<file path="src/rtl/bfkn_pkg.sv">
// ----------------------------------------------------------------------------
// bfkn_pkg
// Shared widths, codes and types for the band-filtered nearest-neighbour
// selector.
// ----------------------------------------------------------------------------
package bfkn_pkg;

  localparam int KEEP_CAPACITY   = 32;
  localparam int STATION_ID_BITS = 16;
  localparam int DIST_W          = 36;
  localparam int MAX_KEEP_W      = 6;
  localparam int CFG_DATA_W      = 36;
  localparam int CFG_IDX_W       = 2;

  localparam int CAP_W = (KEEP_CAPACITY > 1) ? $clog2(KEEP_CAPACITY) : 1;
  // kept count runs to KEEP_CAPACITY + 1
  localparam int CNT_W = $clog2(KEEP_CAPACITY + 2);

  localparam int QUEUE_DEPTH = 2;
  localparam int QPTR_W      = 1;
  localparam int QCNT_W      = 2;

  localparam logic [CFG_IDX_W-1:0] CFG_MIN_DIST = 2'd0;
  localparam logic [CFG_IDX_W-1:0] CFG_MAX_DIST = 2'd1;
  localparam logic [CFG_IDX_W-1:0] CFG_MAX_KEEP = 2'd2;

  typedef enum logic [1:0] {
    KIND_REF,
    KIND_KEEP,
    KIND_DROP
  } kind_t;

  typedef struct packed {
    kind_t                      kind;
    logic                       last;
    logic [STATION_ID_BITS-1:0] id;
    logic [DIST_W-1:0]          dist_mm;
  } item_t;

  typedef struct packed {
    logic  valid;
    item_t item;
  } push_t;

endpackage

</file>
<file path="src/rtl/bfkn_front.sv">
// ----------------------------------------------------------------------------
// bfkn_front
// Accepts station requests, holds the configuration and tags each item as
// reference, kept neighbour or dropped neighbour before queueing it.
// ----------------------------------------------------------------------------
module bfkn_front
  import bfkn_pkg::*;
(
  input  logic                       clk,
  input  logic                       rst_n,
  input  logic                       in_valid,
  output logic                       in_stall,
  input  logic [STATION_ID_BITS-1:0] in_station_id,
  input  logic [DIST_W-1:0]          in_distance_mm,
  input  logic                       in_last_item,
  input  logic                       cfg_wr_en,
  input  logic [CFG_IDX_W-1:0]       cfg_index,
  input  logic [CFG_DATA_W-1:0]      cfg_wdata,
  input  logic                       q_full,
  output push_t                      push,
  output logic [MAX_KEEP_W-1:0]      max_keep
);

  logic [DIST_W-1:0]     min_dist_r;
  logic [DIST_W-1:0]     max_dist_r;
  logic [MAX_KEEP_W-1:0] max_keep_r;
  logic                  ref_pending_r;
  logic                  in_band;
  logic                  accept;

  assign in_stall = q_full;
  assign accept   = in_valid && !q_full;
  assign in_band  = (in_distance_mm >= min_dist_r) && (in_distance_mm <= max_dist_r);

  always_comb begin
    push.valid        = accept;
    push.item.last    = in_last_item;
    push.item.id      = in_station_id;
    push.item.dist_mm = in_distance_mm;
    priority if (ref_pending_r) begin
      push.item.kind = KIND_REF;
    end else if (in_band) begin
      push.item.kind = KIND_KEEP;
    end else begin
      push.item.kind = KIND_DROP;
    end
  end

  always_ff @(posedge clk) begin
    if (!rst_n) begin
      min_dist_r    <= '0;
      max_dist_r    <= '1;
      max_keep_r    <= MAX_KEEP_W'(KEEP_CAPACITY);
      ref_pending_r <= 1'b1;
    end else begin
      if (cfg_wr_en) begin
        case (cfg_index)
          CFG_MIN_DIST: min_dist_r <= cfg_wdata[DIST_W-1:0];
          CFG_MAX_DIST: max_dist_r <= cfg_wdata[DIST_W-1:0];
          CFG_MAX_KEEP: max_keep_r <= cfg_wdata[MAX_KEEP_W-1:0];
          default: ;
        endcase
      end
      // the item after a list's last one is the next reference
      if (accept) ref_pending_r <= in_last_item;
    end
  end

  assign max_keep = max_keep_r;

endmodule

</file>
<file path="config.mk">
export PLATFORM = sky130hd
export DESIGN_NAME = bfkn_front
export DESIGN_NICKNAME = d
export VERILOG_FILES = /design/src/rtl/bfkn_pkg.sv /design/src/rtl/bfkn_front.sv
export SDC_FILE = /design/constraint.sdc
export NUM_CORES = 1
export LEC_CHECK = 0
export BUFFER_PORTS_ARGS = -buffer_cell sky130_fd_sc_hd__clkbuf_2
export CAP_MARGIN = 20
export CORE_MARGIN = 3
export CORE_UTILIZATION = 47
export CTS_CLUSTER_SIZE = 10
export DETAILED_ROUTE_END_ITERATION = 10
export HOLD_SLACK_MARGIN = 0.05
export PLACE_DENSITY = 0.75
export SLEW_MARGIN = 5
export SYNTH_ARGS = -nofsm -noshare
export SYNTH_HDL_FRONTEND = slang
export SYNTH_SLANG_ARGS = --single-unit
</file>
<file path="constraint.sdc">
create_clock -name clk -period 2.95 [get_ports clk]
set_clock_uncertainty 0.2 [all_clocks]
set_input_delay 0.59 -clock clk [delete_from_list [all_inputs] [get_ports clk]]
set_output_delay 0.59 -clock clk [all_outputs]
set_load 0.03 [all_outputs]
</file>
==> impl_summary.md, run 1 <==
Layout
The count of nets after finishing is 873. In the final layout, the share of cells above drive strength 1 is 29.2%. The layout-stage area growth over the synthesis result is 20.4%. The count of inserted antenna diode cells is 0. The layout has 946 filler cells. After routing the design area is 6060 um2.

Logic synthesis
The total of warnings raised by yosys is 0. The synthesized area per cell is between 8 and 9 um2. The post-synthesis cell type count is 38. The synthesized instance count is 618. The sequential share of the synthesized area is 31.4%. For this run, asynchronously set or reset flops after synthesis account for 0%. Counting every net in the synthesized netlist gives 786. The commonest register cell after synthesis is dfxtp_1.

The mapped netlist covers around 5000 um2. The number of enable-type register cells in the synthesized netlist is 0. The synthesis-stage register bit count is 79.

Global routing
Global routing used 20.4% of the available tracks across all layers. Entering global routing, the biggest net connects 73 pins. The global-route wire length before repair is roughly 19,000 um. The number of antenna violations at the first check in global routing is 0.

The number of global-route vias before repair came to approximately 4,200. The overall overflow remaining after global route is 0.

Worst setup path
Setup slack on the worst reg-to-reg path comes out at 2020 ps. The worst setup path is of the register to output port kind. The worst register-to-register path has a depth of 3. STA classifies the critical path startpoint as a register. Data on the critical path is required at its endpoint by 2160 ps. Data arrives at the worst endpoint at 2580 ps. The reg-to-reg startpoint is max_dist_r[18]. The endpoint of the worst-slack reg-to-reg timing path is max_dist_r[18].

The endpoint class of the critical path is an output port. Of all nets on the critical path, the largest fanout is 4. In this run the worst setup path begins at max_dist_r[17].

Floorplan
The initial standard-cell utilization of the core is about half. 159 I/O pins were placed. The floorplan row count is 37.

The die outline height is 109 um. After floorplanning, the core was sized to cover 10,400 um2. The die is 109 um wide.

The full die area is 12,000 um2.

Hold path
The startpoint of the worst hold path is cfg_wdata[17]. The worst hold path stage count is 3. The tightest min-delay check is of the primary input to register type. For hold timing, the worst endpoint is min_dist_r[17].

Routing
Dividing the detail-routed via count by the number of cells gives 5.13. The total via count after detailed routing is 4,338. The remaining number of nets flagged by the antenna check after routing is 0.

After detailed routing, the average wire length per cell comes to 14.1 um. The number of detailed-routing iterations run before antenna repair is 4. After detailed routing, the total wire length is 11,900 um. The first routing iteration left 180 violations.

The number of design rule violations left after detail routing is 0.

Run
Across the run, the number of max-cap violations was 0.

Clock network
TritonCTS built the clock tree. The clock transition at the registers of the reported paths is 90 ps. The post-cts hold buffer count is 0. The clock passes through at most 2 buffers.

The H-tree level count is 3. For this design, the sink count on the clock tree is 79. The number of buffers created by CTS is 9. The clock latency of the later-clocked register in the worst-skew pair is 360 ps. The root buffer cell chosen for the clock tree is clkbuf_8.

Pwr
The ratio of total power to cell area is 441 nW/um2. The switching power is 0.000764 W. The internal power is 0.00191 W. The clock network accounts for 37.0% of the total power. Net switching is 28.6% of the power. The part of the power in registers is 42.2%. The analysis attributes to cell leakage a power of around 2.8 nW. The worst supply voltage drop on vdd is 0.000289 V. The relative contribution of combinational cells to total power is 20.8%.

STA
For the finished layout, the period the worst path requires is 3370 ps. The actual slew at the worst max-slew pin is approximately 900 ps. After layout, the worst setup slack is -419 ps.

Setup violations remaining at the end of the flow were counted as 2. Setup repair after global routing could not meet its margin everywhere. The smallest hold slack is approximately 270 ps. The relative slew slack is between 40% and 50%. After layout, the worst path uses 114% of the clock period. The final-report hold violation count is 0. The highest clock rate is between 200 and 300 MHz.

The max-slew violation count is 0.

Place
The detailed placer's ending HPWL is 9210 um. In this run the cell area measured after placement is 5770 um2. The congestion estimate from routability-driven global placement came to between 0.8 and 0.9. During placement, the flow inserted port buffers numbering 126.

Status
The flow ran to the end, but the final reports show violations. The final reports fail on negative setup slack.
-- per-layer routing --
| layer | share of wire, % | wire length, um | track usage [%] | vias up |
|---|---|---|---|---|
| met2 | 50 | 5930 | 36.8 | 94 |
| met1 | 44 | 5280 | 24.3 | 2009 |
| met3 | 3.9 | 464 | 2.58 | 19 |
| met5 | 0 | 0 | 0 | - |
| met4 | 2.2 | 264 | 8.28 | 0 |
| li1 | - | - | - | 2216 |
-- worst max-delay path, stage by stage (launching register included) --
cell      delay, ps
dfxtp_1         310
inv_1            90
ha_4            210
nand4_1         120
or2_4           160
nor2_1           50
a211o_1         250
or4_4           540
a211oi_4        290
clkbuf_8        200
-- worst max-delay path by stage --
stage | slack [ps] | to | depth (start not counted)
after CTS | -440 | push[53] | 9
after global placement | -400 | push[54] | 9
final | -420 | push[53] | 9
after detailed placement | -490 | push[53] | 9
after global routing | -520 | push[53] | 9
after floorplan | -60 | push[53] | 7
-- logic make-up (layout without fill, tap and decap cells) --
kind of cell	count (synthesis)	in the layout	synth area share, %
AOI/OAI and AO/OA	134	134	18.5
DFF	79	79	31.4
muxes	6	6	1.19
and+or+nand+nor	174	174	15.4
adders and majority gates	72	72	17.9
buffers and inverters	153	245	15.5
-- cell usage in the layout, fill, tap and decap left out, types with 3 or more instances in the layout --
cell type  instances
dfxtp_1           78
a21boi_0          36
nand4_1           12
o21ai_0            8
o211ai_1          38
buf_4             28
bufinv_16          3
clkbuf_2         124
a21o_1             5
nor2b_1            6
a31oi_1            3
nand3_1            4
inv_2              4
clkbuf_8          11
nor2_1             7
nand2_1          129
clkinv_4           3
inv_1             70
ha_4              15
mux2i_1            6
a21oi_1           26
ha_1              57
-- metrics by stage --
stage | utilization [%] | setup WS [ps] | setup TNS, ps | total power, W | std cells
2_1_floorplan | - | -59.0 | -59.0 | 0.00155 | 618
3_3_place_gp | 55.6 | -400 | -784 | 0.00168 | 830
3_5_place_dp | 55.6 | -485 | -933 | 0.00170 | 830
4_1_cts | 58.2 | -440 | -877 | 0.00269 | 846
5_1_grt | 58.4 | -519 | -1010 | 0.00280 | 846
6_report | 58.4 | -419 | -829 | 0.00267 | 846
-- final cells by class --
type,count,area (um2),area share [%]
multi-input combinational,386,2900,47.9
sequential,79,1580,26.1
timing repair buffer,155,878,14.5
inverter,74,278,4.59
tap,136,170,2.81
clock buffer,9,124,2.05
clock inverter,7,121,2.00
-- repair_timing --
| item | in CTS | in global routing |
|---|---|---|
| setup buffers | 0 | 0 |
| resized for setup | 5 | 8 |
| pin swaps | 3 | 4 |
| setup endpoints to repair | 2 | 2 |
-- power by group through the flow --
stage	Clock (W)	Sequential (W)	Combinational [W]
floorplan	0	0.00115	0.000400
global placement	0	0.00115	0.000527
detailed placement	0	0.00115	0.000546
CTS	0.00101	0.00113	0.000553
global route	0.00105	0.00113	0.000621
finish	0.000987	0.00113	0.000555
-- Yosys cell counts (2+ instances only) --
cell type	number	share of area (%)
a211o_1	2	0.35
mux2i_1	6	1.2
o21ai_0	9	0.90
dfxtp_1	79	31
a21oi_1	28	2.8
a211oi_1	3	0.45
buf_4	55	8.2
nor3_2	2	0.40
nor2b_1	6	0.75
nor3_1	2	0.20
nand2b_1	2	0.25
o41ai_1	2	0.35
nand4_1	12	1.5
nor2_1	7	0.52
or4_4	2	0.45
nand2_1	129	9.6
a211oi_2	2	0.50
a21o_1	5	0.75
nor4_1	2	0.25
clkbuf_1	24	1.8
inv_1	74	5.5
a21boi_0	36	5.4
nand3_1	4	0.40
a31oi_1	3	0.37
o211ai_1	38	5.7
ha_1	72	18
-- flip-flops by register name, summed over array words and instances (netlist names) --
signal and count:
max_keep 6, min_dist_r 36, ref_pending_r 1, max_dist_r 36
Note: power is estimated with default switching activity, not from simulation.
==> run 2, diff against run 1 <==
Settings changed: BUFFER_PORTS_ARGS -buffer_cell sky130_fd_sc_hd__clkbuf_2 to -buffer_cell sky130_fd_sc_hd__buf_2.
==> run 2 against run 1 <==
Compared with the run above:
- the flow still finishes with violations (negative setup slack)
- flip-flop and latch count did not move
- register-to-register slack got worse by 80 ps
- critical path depth did not move
- via count rose by 1.6%
- setup slack improved by 55 ps
- largest power group unchanged
- combinational power rose by 5.0%
- clock power fell by 24%
==> impl_summary.md, run 2 (synthesis gave the netlist of run 1 again) <==
Routing
Dividing the detail-routed via count by the number of cells gives approximately 5.2. The number of design rule violations left after detail routing is 0. For this block, the routed nets add up to 12,400 um of wire.

The number of detailed-routing iterations run before antenna repair is 4. The remaining number of nets flagged by the antenna check after routing is 0. The detailed router placed 4,408 vias in this run.

The initial detailed-routing violation count is between 150 and 200. Dividing the detail-routed wire length by the instance count gives 14.7 um.

STA
Counting I/O delays and the setup requirement, the final critical path takes 3310 ps. After layout, the worst setup slack is -364 ps. The highest clock rate is 302 MHz. The setup TNS is -702 ps. The max-slew violation count is 0. The final-report hold violation count is 0. After layout, the worst path uses 112% of the clock period. At the pin with the least slew margin, the transition time is 886 ps. Setup repair after global routing could not meet its margin everywhere. The setup violation total in the final timing report is 2. In this run the tightest slew margin relative to its limit is 40.9%.

Layout
The count of nets after finishing is 870. Once layout is complete, the cells apart from fillers number ~840. Summing all multi-input logic gate instances after layout gives 3030 um2. After filler insertion, the fill cell instance count of the layout stands at 950. The count of inserted antenna diode cells is 0.

The top cell types in the final layout, fill and taps aside, are nand2_1 (128), buf_2 (123), dfxtp_1 (70). The most frequent standard cell in the layout excluding fill and tap cells is nand2_1. Registers take around 1600 um2. The final core area utilization is 59.0%. Relative to the synthesized area, the layout overhead comes to 21.6%.

The share of final-layout standard cells stronger than drive strength 1 is 32.8%.

Place
The number of placed instances, taps included, is 825. Routability-driven placement finished with a final weighted congestion of ~0.87. Port buffering added 126 buffers.

The worst slack at placement is -524 ps. Once detailed placement completed, the half-perimeter wirelength came to 9140 um.

Floorplan
The floorplan row count is 37. Measured along the y axis, the die boundary spans approximately 110 um. From left edge to right edge, the die measures 109 um.

The initial standard-cell utilization of the core is approximately half. The count of pins on the block boundary is 159. The full die area is 12,000 um2. The placeable core region is 10,400 um2.

Global routing
The number of antenna violations at the first check in global routing was 0. The pin count of the biggest net entering global routing is 73. The number of global-route vias before repair was 4,442. The first global-routing pass estimated 20,100 um of wire. For this run the aggregate overflow at the end of global routing stands at 0.

The global-route total usage across every layer is 21.2%.

Worst setup path
The start-to-end type of the worst setup path is register to output port. Walking the worst path, the cells encountered are inv_2 -> ha_4 -> nand4_1 -> or2_4 -> nor2_1 -> a211o_1 -> or4_4 -> a211oi_4 -> buf_6. The kind of launch point of the worst setup path is a register. The family with the most delay on the worst path is simple AND/OR/NAND/NOR gates. The highest cell delay on the worst timing path is 550 ps. The maximum fanout encountered on the critical timing path is 4.

The largest individual stage delay along the critical path comes from the cell or4_4. The endpoint class of the critical path is an output port. The combined buffer and inverter count along the critical path is 2. The required time of the critical path is 2160 ps. The arrival time of the worst setup path is 2520 ps.

Clock network
The TritonCTS clock tree is done. TritonCTS created 9 clock buffers. The clock reaches the later pin of the worst-skew pair after 360 ps. The clock transition at the registers of the reported paths is 90 ps. The maximum buffer depth of the clock tree is 2. Hold repair after CTS inserted 0 buffers.

The H-tree level count is 3. The root buffer cell is clkbuf_8. Clock tree synthesis found a total of 79 sinks.

Status
The flow ran to the end, but the final reports show violations. The checks that failed: negative setup slack.

Hold path
The worst hold path belongs to the class register to register.

Run
The max-cap check violation count is 0.

Pwr
The overall power of the completed layout is 0.00246 W. Across the VDD grid, the largest voltage drop is 0.000227 V. In this run the static leakage power is 2.76 nW. Dividing total power by cell area gives a power density of slightly above 400 nW/um2.
## run 2: cell types whose count changed in the layout (fill, tap and decap cells not counted), moves of 3 or more
cell | before | now
clkbuf_2 | 124 | 0
buf_2 | 0 | 123
inv_1 | 70 | 61
inv_2 | 4 | 13
dfxtp_1 | 78 | 70
dfxtp_2 | 1 | 9
ha_1 | 57 | 51
ha_4 | 15 | 21
buf_4 | 28 | 24
buf_6 | 0 | 3
bufinv_16 | 3 | 0
clkinv_4 | 3 | 0
## run 2: path summary, 6_finish.rpt
check                       from       endpoint  slack, ps  depth (start not counted)
setup / recovery  max_dist_r[18]       push[53]       -360                          9
hold / removal     min_dist_r[9]  min_dist_r[9]        270                          2
setup reg to reg   ref_pending_r  ref_pending_r       1940                          2
hold reg to reg    min_dist_r[9]  min_dist_r[9]        270                          2
## run 2: worst reg2reg max path, cell delays in order (launching register included)
cell	delay [ps]
dfxtp_1	430
inv_1	100
o211ai_1	200
## run 2: where the power goes
group          internal (W)  switching [W]  total, W
Combinational      0.000246       0.000338  0.000583
Clock              0.000350       0.000400  0.000750
Sequential          0.00111      0.0000185   0.00113
## run 2: area by class of cell
class | count | area share (%)
clock buffers | 13 | 2.60
clock inverters | 3 | 0.286
inverters | 74 | 4.54
multi-input cells | 386 | 49.5
flip-flops and latches | 79 | 26.0
well taps | 136 | 2.78
repair buffers | 152 | 14.2
## run 2: metrics by stage
| step | hold WS (ps) | instance area (um2) |
|---|---|---|
| floorplan | 243 | 5240 |
| global placement | 250 | 5750 |
| detailed placement | 257 | 5750 |
| CTS | 257 | 6030 |
| global route | 265 | 6120 |
| finish | 266 | 6120 |
## run 2: timing repair
action	CTS	global route
gates resized for setup	33	17
setup endpoints to repair	2	2
setup buffers	2	0
pin swaps	11	8
## run 2: metal layers
| layer | vias to the layer above | track usage [%] | wire length, um |
|---|---|---|---|
| met1 | 2071 | 25.2 | 5400 |
| met5 | - | 0 | 0 |
| met4 | 0 | 8.90 | 302 |
| met3 | 25 | 2.99 | 560 |
| met2 | 105 | 38.1 | 6130 |
| li1 | 2207 | - | - |
