$ cat config.mk
export PLATFORM = sky130hd
export DESIGN_NAME = bfkn_queue
export DESIGN_NICKNAME = d
export VERILOG_FILES = /design/src/rtl/bfkn_pkg.sv /design/src/rtl/bfkn_queue.sv
export SDC_FILE = /design/constraint.sdc
export NUM_CORES = 1
export LEC_CHECK = 0
export BUFFER_PORTS_ARGS = -buffer_cell sky130_fd_sc_hd__buf_2
export CORE_AREA = 5 5 101 103
export DETAILED_ROUTE_END_ITERATION = 16
export DIE_AREA = 0 0 106 108
export HOLD_SLACK_MARGIN = 0.12
export PLACE_DENSITY = 0.74
export SYNTH_ARGS = -nofsm -noshare
export SYNTH_HDL_FRONTEND = slang
export SYNTH_SLANG_ARGS = --single-unit
$ cat constraint.sdc
create_clock -name clk -period 3.28 [get_ports clk]
set_input_delay 0.164 -clock clk [delete_from_list [all_inputs] [get_ports clk]]
set_output_delay 0.164 -clock clk [all_outputs]
set_load 0.02 [all_outputs]
$ cat src/rtl/bfkn_pkg.sv
// ----------------------------------------------------------------------------
// bfkn_pkg
// Shared widths, codes and types for the band-filtered nearest-neighbour
// selector.
// ----------------------------------------------------------------------------
package bfkn_pkg;

  localparam int KEEP_CAPACITY   = 32;
  localparam int STATION_ID_BITS = 16;
  localparam int DIST_W          = 36;
  localparam int MAX_KEEP_W      = 6;
  localparam int CFG_DATA_W      = 36;
  localparam int CFG_IDX_W       = 2;

  localparam int CAP_W = (KEEP_CAPACITY > 1) ? $clog2(KEEP_CAPACITY) : 1;
  // kept count runs to KEEP_CAPACITY + 1
  localparam int CNT_W = $clog2(KEEP_CAPACITY + 2);

  localparam int QUEUE_DEPTH = 2;
  localparam int QPTR_W      = 1;
  localparam int QCNT_W      = 2;

  localparam logic [CFG_IDX_W-1:0] CFG_MIN_DIST = 2'd0;
  localparam logic [CFG_IDX_W-1:0] CFG_MAX_DIST = 2'd1;
  localparam logic [CFG_IDX_W-1:0] CFG_MAX_KEEP = 2'd2;

  typedef enum logic [1:0] {
    KIND_REF,
    KIND_KEEP,
    KIND_DROP
  } kind_t;

  typedef struct packed {
    kind_t                      kind;
    logic                       last;
    logic [STATION_ID_BITS-1:0] id;
    logic [DIST_W-1:0]          dist_mm;
  } item_t;

  typedef struct packed {
    logic  valid;
    item_t item;
  } push_t;

endpackage

$ cat src/rtl/bfkn_queue.sv
// ----------------------------------------------------------------------------
// bfkn_queue
// Short FIFO between the front and back so each side can stall on its own.
// ----------------------------------------------------------------------------
module bfkn_queue
  import bfkn_pkg::*;
(
  input  logic  clk,
  input  logic  rst_n,
  input  push_t push,
  input  logic  pop,
  output logic  q_full,
  output logic  q_valid,
  output item_t q_item
);

  item_t             mem_r [QUEUE_DEPTH];
  logic [QPTR_W-1:0] wr_ptr_r;
  logic [QPTR_W-1:0] rd_ptr_r;
  logic [QCNT_W-1:0] count_r;

  assign q_full  = (count_r == QCNT_W'(QUEUE_DEPTH));
  assign q_valid = (count_r != '0);
  assign q_item  = mem_r[rd_ptr_r];

  always_ff @(posedge clk) begin
    if (push.valid) mem_r[wr_ptr_r] <= push.item;
  end

  always_ff @(posedge clk) begin
    if (!rst_n) begin
      wr_ptr_r <= '0;
      rd_ptr_r <= '0;
      count_r  <= '0;
    end else begin
      if (push.valid) begin
        wr_ptr_r <= (wr_ptr_r == QPTR_W'(QUEUE_DEPTH - 1)) ? '0 : wr_ptr_r + 1'b1;
      end
      if (pop) begin
        rd_ptr_r <= (rd_ptr_r == QPTR_W'(QUEUE_DEPTH - 1)) ? '0 : rd_ptr_r + 1'b1;
      end
      if (push.valid && !pop) begin
        count_r <= count_r + 1'b1;
      end else if (pop && !push.valid) begin
        count_r <= count_r - 1'b1;
      end
    end
  end

endmodule

==> results of run 1 <==
-- Yosys cell counts --
cell type and n:
and2_1 4, xor2_1 2, ha_1 1, a21boi_1 1
o21ai_0 1, mux2_2 55, xnor2_1 1, o21a_1 1
or2_2 1, nor2b_1 2, or3_1 1, buf_6 5
and2b_2 1, inv_1 1, dfxtp_1 5, edfxtp_1 110
buf_4 1
-- area by class of cell --
type	count	area share [%]
clock buffer	18	6.94
tap	111	2.31
sequential	115	56.5
timing repair buffer	176	19.8
inverter	1	0.0623
clock inverter	13	1.97
multi-input combinational	71	12.4
-- sequential cells by signal (all words and copies together), names as in the netlist, named ones only --
| register | flops |
|---|---|
| mem_r | 110 |
| count_r | 2 |
| wr_ptr_r | 1 |
| rd_ptr_r | 1 |
-- report_power, final --
part           internal, mW  switching [mW]  total, mW  leakage, nW
sequential             1.70          0.0193       1.72         1.07
combinational         0.208           0.237      0.445        0.989
clock                  1.06           0.574       1.63        0.259
total                  2.96           0.831       3.79         2.32
-- how the worst min path moves through the flow --
stage | from | to | slack, ns | cells past startpoint
floorplan | push[0] | mem_r[0][0] | 0.26 | 0
global placement | push[9] | mem_r[0][9] | 0.35 | 1
detailed placement | push[24] | mem_r[1][24] | 0.36 | 1
CTS | push[55] | count_r[1] | 0.17 | 4
global route | push[55] | count_r[1] | 0.22 | 4
finish | push[55] | count_r[1] | 0.22 | 4
-- metal layers --
layer | routed length (µm) | global-route usage (%) | part of all wire [%] | vias to the layer above
met5 | 0 | 0 | 0 | -
met2 | 4200 | 25.5 | 53 | 67
met1 | 3260 | 16.7 | 41 | 1129
met3 | 434 | 5.85 | 5.5 | 2
li1 | - | - | - | 1136
met4 | 31 | 4.90 | 0.39 | 0
-- cells by family after synthesis --
group / Yosys count / synth area share [%]
DFF: 115 / 80.9
AOI/OAI and AO/OA: 3 / 0.476
xor gates and xnor gates: 3 / 0.625
muxes: 55 / 14.7
and+or+nand+nor: 9 / 1.40
buffers and inverters: 7 / 1.61
adders and majority gates: 1 / 0.297
-- worst reg2reg max path, cell delays in order, from the launching register on --
cell and delay, ns:
dfxtp_1 0.39, and2_2 0.58, buf_4 0.50
-- per-stage QoR --
step	utilization [%]	cell area [µm²]	instances	hold WS, ns	power, mW
2_1_floorplan	-	4210	193	0.263	2.00
3_3_place_gp	53.8	4900	416	0.353	2.13
3_5_place_dp	53.8	4900	416	0.357	2.14
4_1_cts	66.1	6020	505	0.174	3.84
5_1_grt	66.1	6020	505	0.217	3.95
6_report	66.1	6020	505	0.222	3.79
==> run metrics, run 1 <==
Seq cells post-synth=115; drt first pass iters=4; Final Hold Viols=0; CP endpoint=q_item[35]; placer congestion estimate=0.687; Via density=4.62; n_diodes=0; outcome=complete, no violations; CP arrival=1.97 ns; Worst Setup End Kind=primary output; Slew Limit Fails=0; Final Cycle Share=65.2%; I/O pins=116; leading post-synthesis cells by cell area=edfxtp_1, mux2_2, dfxtp_1; # Post-CTS Setup Buffers=0; antenna-violating nets left=0; worst reg2reg path depth=2; Worst-path clk slew=0.05 ns; initial core utilization=46.2%; reg-to-reg setup timing slack=1.44 ns; Cell variety after synth=17; clock latency on the worst-skew pair=0.48 ns; initial drt markers=90; crit path time final=2.14 ns; required time of the critical path=3.12 ns; Static Leak=2.32 nW; FF-to-FF Start=wr_ptr_r; Worst-Margin Slew=0.789 ns; Longest Clk Path Bufs=2; sequential standard cell area=3400 µm²; clk sinks=115; largest net degree at the start of global routing=56; row count=35; Hold WC Path Type=in2reg; # DRC=0; pre-CTS setup slack=1.40 ns; post-DR wirelength/cell=15.7 µm; slowest cell delay on critical path=0.55 ns; Max-cap violations=0; core box area=9110 µm²; CP Class=reg2out; final worst clock skew=0.00418 ns; Die Y=108 µm; detailed-route wire length=7930 µm; Setup violations, final=0; Synth Warn #=0; sequential fraction of the synthesis area=80.9%; most frequent cells in the layout=buf_2, edfxtp_1, dlygate4sd3_1; crit-path max FO=55; Synth Area per Inst=21.8 µm²; setup TNS=0 ns; final net count=442; final worst slack=1.14 ns; Die Width=106 µm; Mapped Area=4210 µm²; commonest non-fill, non-tap cell in the layout=buf_2; CP Launch Type=register; synthesis-to-layout area growth=43.1%; clock root cell=clkbuf_8; # H-tree levels=4; pwr/cell area=630 nW/µm²; Tot GR Track Use=14.7%; WP depth=3; Yosys top cell by area=edfxtp_1; GR Overflow Total=0; Filler Cell Count=626; critical path, cell by cell=buf_4, mux2_2, buf_2; multi-input combinational cell area=746 µm²; Post-Syn Nets=253; RSZ-0062 raised after global routing=no; Fmax=0.468 GHz; Critical path buffers and inverters=2; global-route wire length before repair=12700 µm; post-CTS sizing=0; Yosys top cell area share=78.5%; CTS buffer count=17; Synth Instances=193; IO Port Bufs=115; hold_buf cts=58; peak supply drop=521 µV; DP Wirelength=4700 µm; Crit-path slowest cell=buf_4; vias in the first global route=2635; TritonCTS clock tree=yes; ratio of cells with drive above 1 in the final layout=52.0%; worst r2r dst=mem_r[1][22]; Die ar.=11400 µm²; vias=2334; initial antenna violation count=0; max_slew headroom=47.3%; Largest delay share family, worst path=buffers and inverters
(Power assumes the default switching activity.)
==> run 2: changes to the inputs <==
ABC_AREA = 1   (was not set)
CORE_AREA = 5 5 99 101   (was 5 5 101 103)
DIE_AREA = 0 0 104 106   (was 0 0 106 108)
PLACE_DENSITY = 0.76   (was 0.74)
clock period = 2.13 ns   (was 3.28 ns; I/O delays follow)
==> run 2 against run 1 <==
Effect of this change: final cell count rose by 4.0%; critical path depth did not move; utilization rose by 3.9 points; register-to-register slack got worse by 1.1 ns; design area rose by 3.8%; global-route usage rose by 1.2 points; synthesized cell count rose by 6.7%; die area fell by 3.7%; clock power rose by 40%; largest cell class unchanged.
==> run metrics, run 2 <==
outcome=complete, no violations (unchanged); max FFs per register=110 (unchanged); Static Leak=2.56 nW (was 2.32 nW); Post-synth EDFFs=110 (unchanged); ys flop type=edfxtp_1 (unchanged); Seq cells post-synth=115 (unchanged); top cells by count, synth=edfxtp_1, mux2_4, nand2_1, inv_1, nor2_1 (was edfxtp_1, mux2_2, buf_6, dfxtp_1, and2_1); setup TNS=0 ns (unchanged); part of the power in registers=47.3% (was 45.3%); sequential fraction of the synthesis area=76.5% (was 80.9%); largest net degree at the start of global routing=37 (was 56); required time of the critical path=2.02 ns (was 3.12 ns); Psw=1.28 mW (was 831 µW); Hold WC Path Type=in2reg (unchanged); leading post-synthesis cells by cell area=edfxtp_1, mux2_4, buf_12 (was edfxtp_1, mux2_2, dfxtp_1); clock power share=40.4% (was 43.0%); Yosys top cell area share=74.2% (was 78.5%); Internal=4.35 mW (was 2.96 mW); n_diodes=0 (unchanged); Die Y=106 µm (was 108 µm); Via density=4.70 (was 4.62); clock latency on the worst-skew pair=0.49 ns (was 0.48 ns); largest register by flop count=mem_r (unchanged); Final Cycle Share=94.2%; Post-Syn Nets=266 (was 253); synthesis-to-layout area growth=40.5% (was 43.1%); # H-tree levels=4 (unchanged); peak supply drop=748 µV (was 521 µV); initial drt markers=68 (was 90); hold_buf cts=61 (was 58); crit-path max FO=22 (was 55); asr flop ratio synth=0% (unchanged); Synth Area per Inst=21.6 µm² (was 21.8 µm²); Slew Limit Fails=0 (unchanged); initial antenna violation count=0 (unchanged); clock root cell=clkbuf_8 (unchanged); Synth Instances=206 (was 193); met3 GRT Util=6.25% (was 5.85%); Yosys top cell by area=edfxtp_1 (unchanged); Die Width=104 µm (was 106 µm); vias=2470 (was 2334); Tot GR Track Use=15.9% (was 14.7%); Critical path buffers and inverters=2 (unchanged); ratio of cells with drive above 1 in the final layout=49.5% (was 52.0%); crit path time final=2.01 ns; CTS buffer count=17 (unchanged); Max-cap violations=0 (unchanged); global-route wire length before repair=13500 µm (was 12700 µm); commonest non-fill, non-tap cell in the layout=buf_2 (unchanged); multi-input combinational cell area=912 µm² (was 746 µm²); Crit-path slowest cell=dfxtp_4 (was buf_4); Comb power frac=12.3% (was 11.7%); GR Overflow Total=0 (unchanged); Largest delay share family, worst path=flip-flops (was buffers and inverters); final worst clock skew=0.00596 ns (was 0.00418 ns); I/O pins=116 (unchanged); pre-CTS setup slack=0.626 ns (was 1.40 ns); Cell variety after synth=14 (was 17); Setup violations, final=0 (unchanged); Mapped Area=4450 µm² (was 4210 µm²); Worst-Margin Slew=0.508 ns (was 0.789 ns); DP Wirelength=5310 µm (was 4700 µm); clk sinks=115 (unchanged); CP Launch Type=register (unchanged); slowest cell delay on critical path=0.60 ns (was 0.55 ns); met2 Use GR=29.0% (was 25.5%); Final Hold Viols=0 (unchanged); # Post-CTS Setup Buffers=0 (unchanged); RSZ-0062 raised after global routing=no (unchanged); Synth Warn #=0 (unchanged); most frequent cells in the layout=buf_2, edfxtp_1, dlygate4sd3_1 (unchanged); Die ar.=11000 µm² (was 11400 µm²); grt met1 use=16.4% (was 16.7%); initial core utilization=49.8% (was 46.2%); vias in the first global route=2826 (was 2635); # DRC=0 (unchanged); critical path, cell by cell=buf_4, mux2_2, buf_2 (unchanged); layer with the highest usage=met2 (unchanged); TritonCTS clock tree=yes (unchanged); biggest regs=mem_r: 110 flops, count_r: 2 flops (unchanged); placer congestion estimate=0.690 (was 0.687); Fmax=0.498 GHz; sequential standard cell area=3410 µm² (was 3400 µm²); post-CTS sizing=0 (unchanged); IO Port Bufs=115 (unchanged); antenna-violating nets left=0 (unchanged); count leader, synth=edfxtp_1 (unchanged); post-DR wirelength/cell=16.1 µm (was 15.7 µm); Worst Setup End Kind=primary output (unchanged); drt first pass iters=4 (unchanged); detailed-route wire length=8430 µm (was 7930 µm); row count=35 (unchanged); Longest Clk Path Bufs=2 (unchanged); core box area=8930 µm² (was 9110 µm²); pwr/cell area=901 nW/µm² (was 630 nW/µm²); Filler Cell Count=598 (was 626); CP Class=reg2out (unchanged); final worst slack=0.123 ns (was 1.14 ns); CP arrival=1.90 ns (was 1.97 ns); Worst-path clk slew=0.05 ns (about the same); worst hold-check slack=0.333 ns (was 0.222 ns); max_slew headroom=66.1% (was 47.3%); sw frac=22.8% (was 21.9%); final net count=462 (was 442)
-- run 2: cell count changes in the layout (fill, tap and decap cells not counted), moves of 2 or more --
cell	delta
and2_1	-3
mux2_2	-50
bufinv_16	-2
inv_1	+6
xor2_1	-2
mux2_4	+50
dlygate4sd3_1	+3
buf_4	+2
clkinv_1	+3
nor2_1	+7
nand2_1	+9
buf_12	+2
-- run 2: worst reg2reg max path, cell delays in order, from the launching register on --
cell	delay [ns]
dfxtp_1	0.39
nand2_1	0.12
nand2_1	0.07
dlygate4sd3_1	0.54
nor2_1	0.04
dlygate4sd3_1	0.53
-- run 2: metrics by stage --
| stage | util, % | std cells | total power [mW] | instance area [µm²] |
|---|---|---|---|---|
| 3_3_place_gp | 57.7 | 433 | 3.30 | 5150 |
| 6_report | 70.0 | 525 | 5.63 | 6250 |
| 2_1_floorplan | - | 206 | 3.12 | 4460 |
| 3_5_place_dp | 57.7 | 433 | 3.32 | 5150 |
| 4_1_cts | 70.0 | 525 | 5.70 | 6250 |
| 5_1_grt | 70.0 | 525 | 5.86 | 6250 |
-- run 2: kinds of logic after synthesis --
group | count (synthesis) | synth area share (%)
AO/OA/AOI/OAI | 2 | 0.225
AND/OR/NAND/NOR | 19 | 1.69
flip-flops | 115 | 76.5
multiplexers | 55 | 18.1
adder cells (fa/ha/maj) | 1 | 0.281
buffers and inverters | 14 | 3.18
-- run 2: final timing paths --
kind / start / depth (start not counted) / endpoint / slack, ns
worst max-delay path: register / 3 / q_item[41] / 0.12
worst min-delay path: push[8] / 2 / mem_r[0][8] / 0.33
worst max register to register: wr_ptr_r / 5 / wr_ptr_r / 0.32
worst min register to register: rd_ptr_r / 2 / rd_ptr_r / 0.50
-- run 2: per-layer routing --
metal,up-vias,share of wire (%)
li1,1186,-
met2,81,53
met5,-,0
met4,0,1.5
met3,10,6.2
met1,1193,39
-- run 2: final cells by class --
| type | instances | share of cell area, % |
|---|---|---|
| sequential | 115 | 54.5 |
| timing repair buffer | 183 | 20.4 |
| multi-input combinational | 77 | 14.6 |
| clock buffer | 17 | 6.62 |
| tap | 111 | 2.22 |
| clock inverter | 14 | 1.18 |
| inverter | 8 | 0.480 |
-- run 2: power groups by stage --
| stage | logic, mW | clock network (mW) | registers [mW] |
|---|---|---|---|
| after global placement | 0.593 | 0 | 2.70 |
| after floorplan | 0.429 | 0 | 2.69 |
| final | 0.693 | 2.28 | 2.67 |
| after global routing | 0.742 | 2.45 | 2.67 |
| after CTS | 0.698 | 2.33 | 2.67 |
| after detailed placement | 0.607 | 0 | 2.71 |
==> run 3: changes to the inputs <==
--- a/config.mk
+++ b/config.mk
@@ -12,2 +12,3 @@
 export DIE_AREA = 0 0 104 106
+export GPL_ROUTABILITY_DRIVEN = 1
 export HOLD_SLACK_MARGIN = 0.12
==> constraint.sdc (replaced) <==
create_clock -name clk -period 2.13 [get_ports clk]
set_input_delay 0.213 -clock clk [delete_from_list [all_inputs] [get_ports clk]]
set_output_delay 0.213 -clock clk [all_outputs]
set_load 0.02 [all_outputs]
==> run 3 against run 2 <==
Effect of this change: setup slack better by 0.12 ns; combinational power up 1%; highest routed layer unchanged; sequential power about the same; via count up 0.77%; critical endpoint is now wr_ptr_r.
==> run metrics, run 3 (same netlist as run 2, synthesis figures left out) <==
initial antenna violation count=0 (unchanged); Slew Limit Fails=0 (unchanged); TritonCTS clock tree=yes (unchanged); Crit-path slowest cell=dlygate4sd3_1 (was dfxtp_4); Critical path buffers and inverters=4 (was 2); # Post-CTS Setup Buffers=0 (unchanged); max_slew headroom=70.5% (was 66.1%); Setup violations, final=0 (unchanged); vias in the first global route=2772 (was 2826); Max-cap violations=0 (unchanged); multi-input combinational cell area=912 µm² (unchanged); CP Class=in2reg (was reg2out); most frequent cell on the critical path=dlygate4sd3_1; # H-tree levels=4 (unchanged); most frequent cells in the layout=buf_2, edfxtp_1, dlygate4sd3_1 (unchanged); global-route wire length before repair=13400 µm (was 13500 µm); hold_buf cts=60 (was 61); post-CTS sizing=0 (unchanged); initial core utilization=49.8% (unchanged); ratio of cells with drive above 1 in the final layout=50.6% (was 49.5%); critical path, cell by cell=dlygate4sd3_1, buf_2, nand2_1, nand2_1, dlygate4sd3_1, nor2_1, dlygate4sd3_1 (was buf_4, mux2_2, buf_2); crit path time final=1.88 ns (was 2.01 ns); Worst Setup End Kind=register (was primary output); initial drt markers=75 (was 68); pwr/cell area=989 nW/µm² (was 901 nW/µm²); sequential standard cell area=3410 µm² (unchanged); CTS buffer count=17 (unchanged); Fmax=0.531 GHz (was 0.498 GHz); detailed-route wire length=8280 µm (was 8430 µm); Filler Cell Count=583 (was 598); Die Y=106 µm (unchanged); placer congestion estimate=0.665 (was 0.690); Largest delay share family, worst path=buffers and inverters (was flip-flops); slowest cell delay on critical path=0.56 ns (was 0.60 ns); peak supply drop=642 µV (was 748 µV); # DRC=0 (unchanged); Die ar.=11000 µm² (unchanged); Worst-path clk slew=0.06 ns (was 0.05 ns); GR Overflow Total=0 (unchanged); crit-path max FO=4 (was 22); placed cells=432 (was 433); I/O pins=116 (unchanged); clock latency on the worst-skew pair=0.49 ns (about the same); final net count=460 (was 462); outcome=complete, no violations (unchanged); clk sinks=115 (unchanged); largest register by flop count=mem_r (unchanged); synthesis-to-layout area growth=43.0% (was 40.5%); biggest regs=mem_r: 110 flops, count_r: 2 flops (unchanged); Die Width=104 µm (unchanged); post-DR wirelength/cell=15.8 µm (was 16.1 µm); Worst-Margin Slew=0.442 ns (was 0.508 ns); IO Port Bufs=115 (unchanged); max FFs per register=110 (unchanged); count of non-filler cells in the finished layout=524 (was 525); Final Cycle Share=88.5% (was 94.2%); row count=35 (unchanged); antenna-violating nets left=0 (unchanged); final worst clock skew=0.0104 ns (was 0.00596 ns); Tot GR Track Use=15.7% (was 15.9%); Static Leak=2.61 nW (was 2.56 nW); n_diodes=0 (unchanged); Final Hold Viols=0 (unchanged); largest net degree at the start of global routing=36 (was 37); vias=2489 (was 2470); Longest Clk Path Bufs=2 (unchanged); core box area=8930 µm² (unchanged); RSZ-0062 raised after global routing=no (unchanged); Via density=4.75 (was 4.70); setup TNS=0 ns (unchanged); clock root cell=clkbuf_8 (unchanged); Hold WC Path Type=in2reg (unchanged); commonest non-fill, non-tap cell in the layout=buf_2 (unchanged); DP Wirelength=5040 µm (was 5310 µm); CP arrival=2.32 ns (was 1.90 ns); required time of the critical path=2.56 ns (was 2.02 ns); CP Launch Type=input port (was register); drt first pass iters=4 (unchanged)
-- run 3: layout make-up --
type / instances / share of cell area [%]
multi-input cells: 77 / 14.3
well taps: 111 / 2.18
repair buffers: 181 / 19.6
clock inverters: 14 / 3.30
flip-flops and latches: 115 / 53.5
inverters: 8 / 0.472
clock buffers: 18 / 6.57
-- run 3: through the flow --
step | setup WS, ns | hold WS [ns] | area, µm² | power [mW] | util (%)
6_report | 0.246 | 0.444 | 6360 | 6.29 | 71.2
5_1_grt | 0.178 | 0.430 | 6360 | 6.53 | 71.2
4_1_cts | 0.216 | 0.417 | 6360 | 6.36 | 71.2
3_5_place_dp | 0.749 | 0.405 | 5130 | 3.31 | 57.5
3_3_place_gp | 0.758 | 0.400 | 5130 | 3.29 | 57.5
2_1_floorplan | 0.186 | 0.312 | 4460 | 3.12 | -
-- run 3: path summary, 6_finish.rpt --
check             startpoint  slack [ns]  depth (start not counted)           end
hold reg to reg     rd_ptr_r        0.50                          2      register
setup reg to reg    wr_ptr_r        0.28                          5      wr_ptr_r
setup / recovery    push[55]        0.25                          7      wr_ptr_r
hold / removal      push[11]        0.44                          2  mem_r[0][11]
-- run 3: report_power, final --
| group | internal (mW) | leakage (nW) | switching (mW) |
|---|---|---|---|
| clock network | 2.01 | 0.303 | 0.932 |
| registers | 2.62 | 1.07 | 0.0349 |
| logic | 0.345 | 1.23 | 0.354 |
-- run 3: per-layer routing --
layer  wire length, µm  up-vias  share of wire [%]  track usage, %
met5                 0        -                  0               0
met2              4480       83                 54            27.9
met1              3160     1207                 38            16.8
met3               533       15                6.4            6.19
li1                  -     1184                  -               -
met4                99        0                1.2            6.01
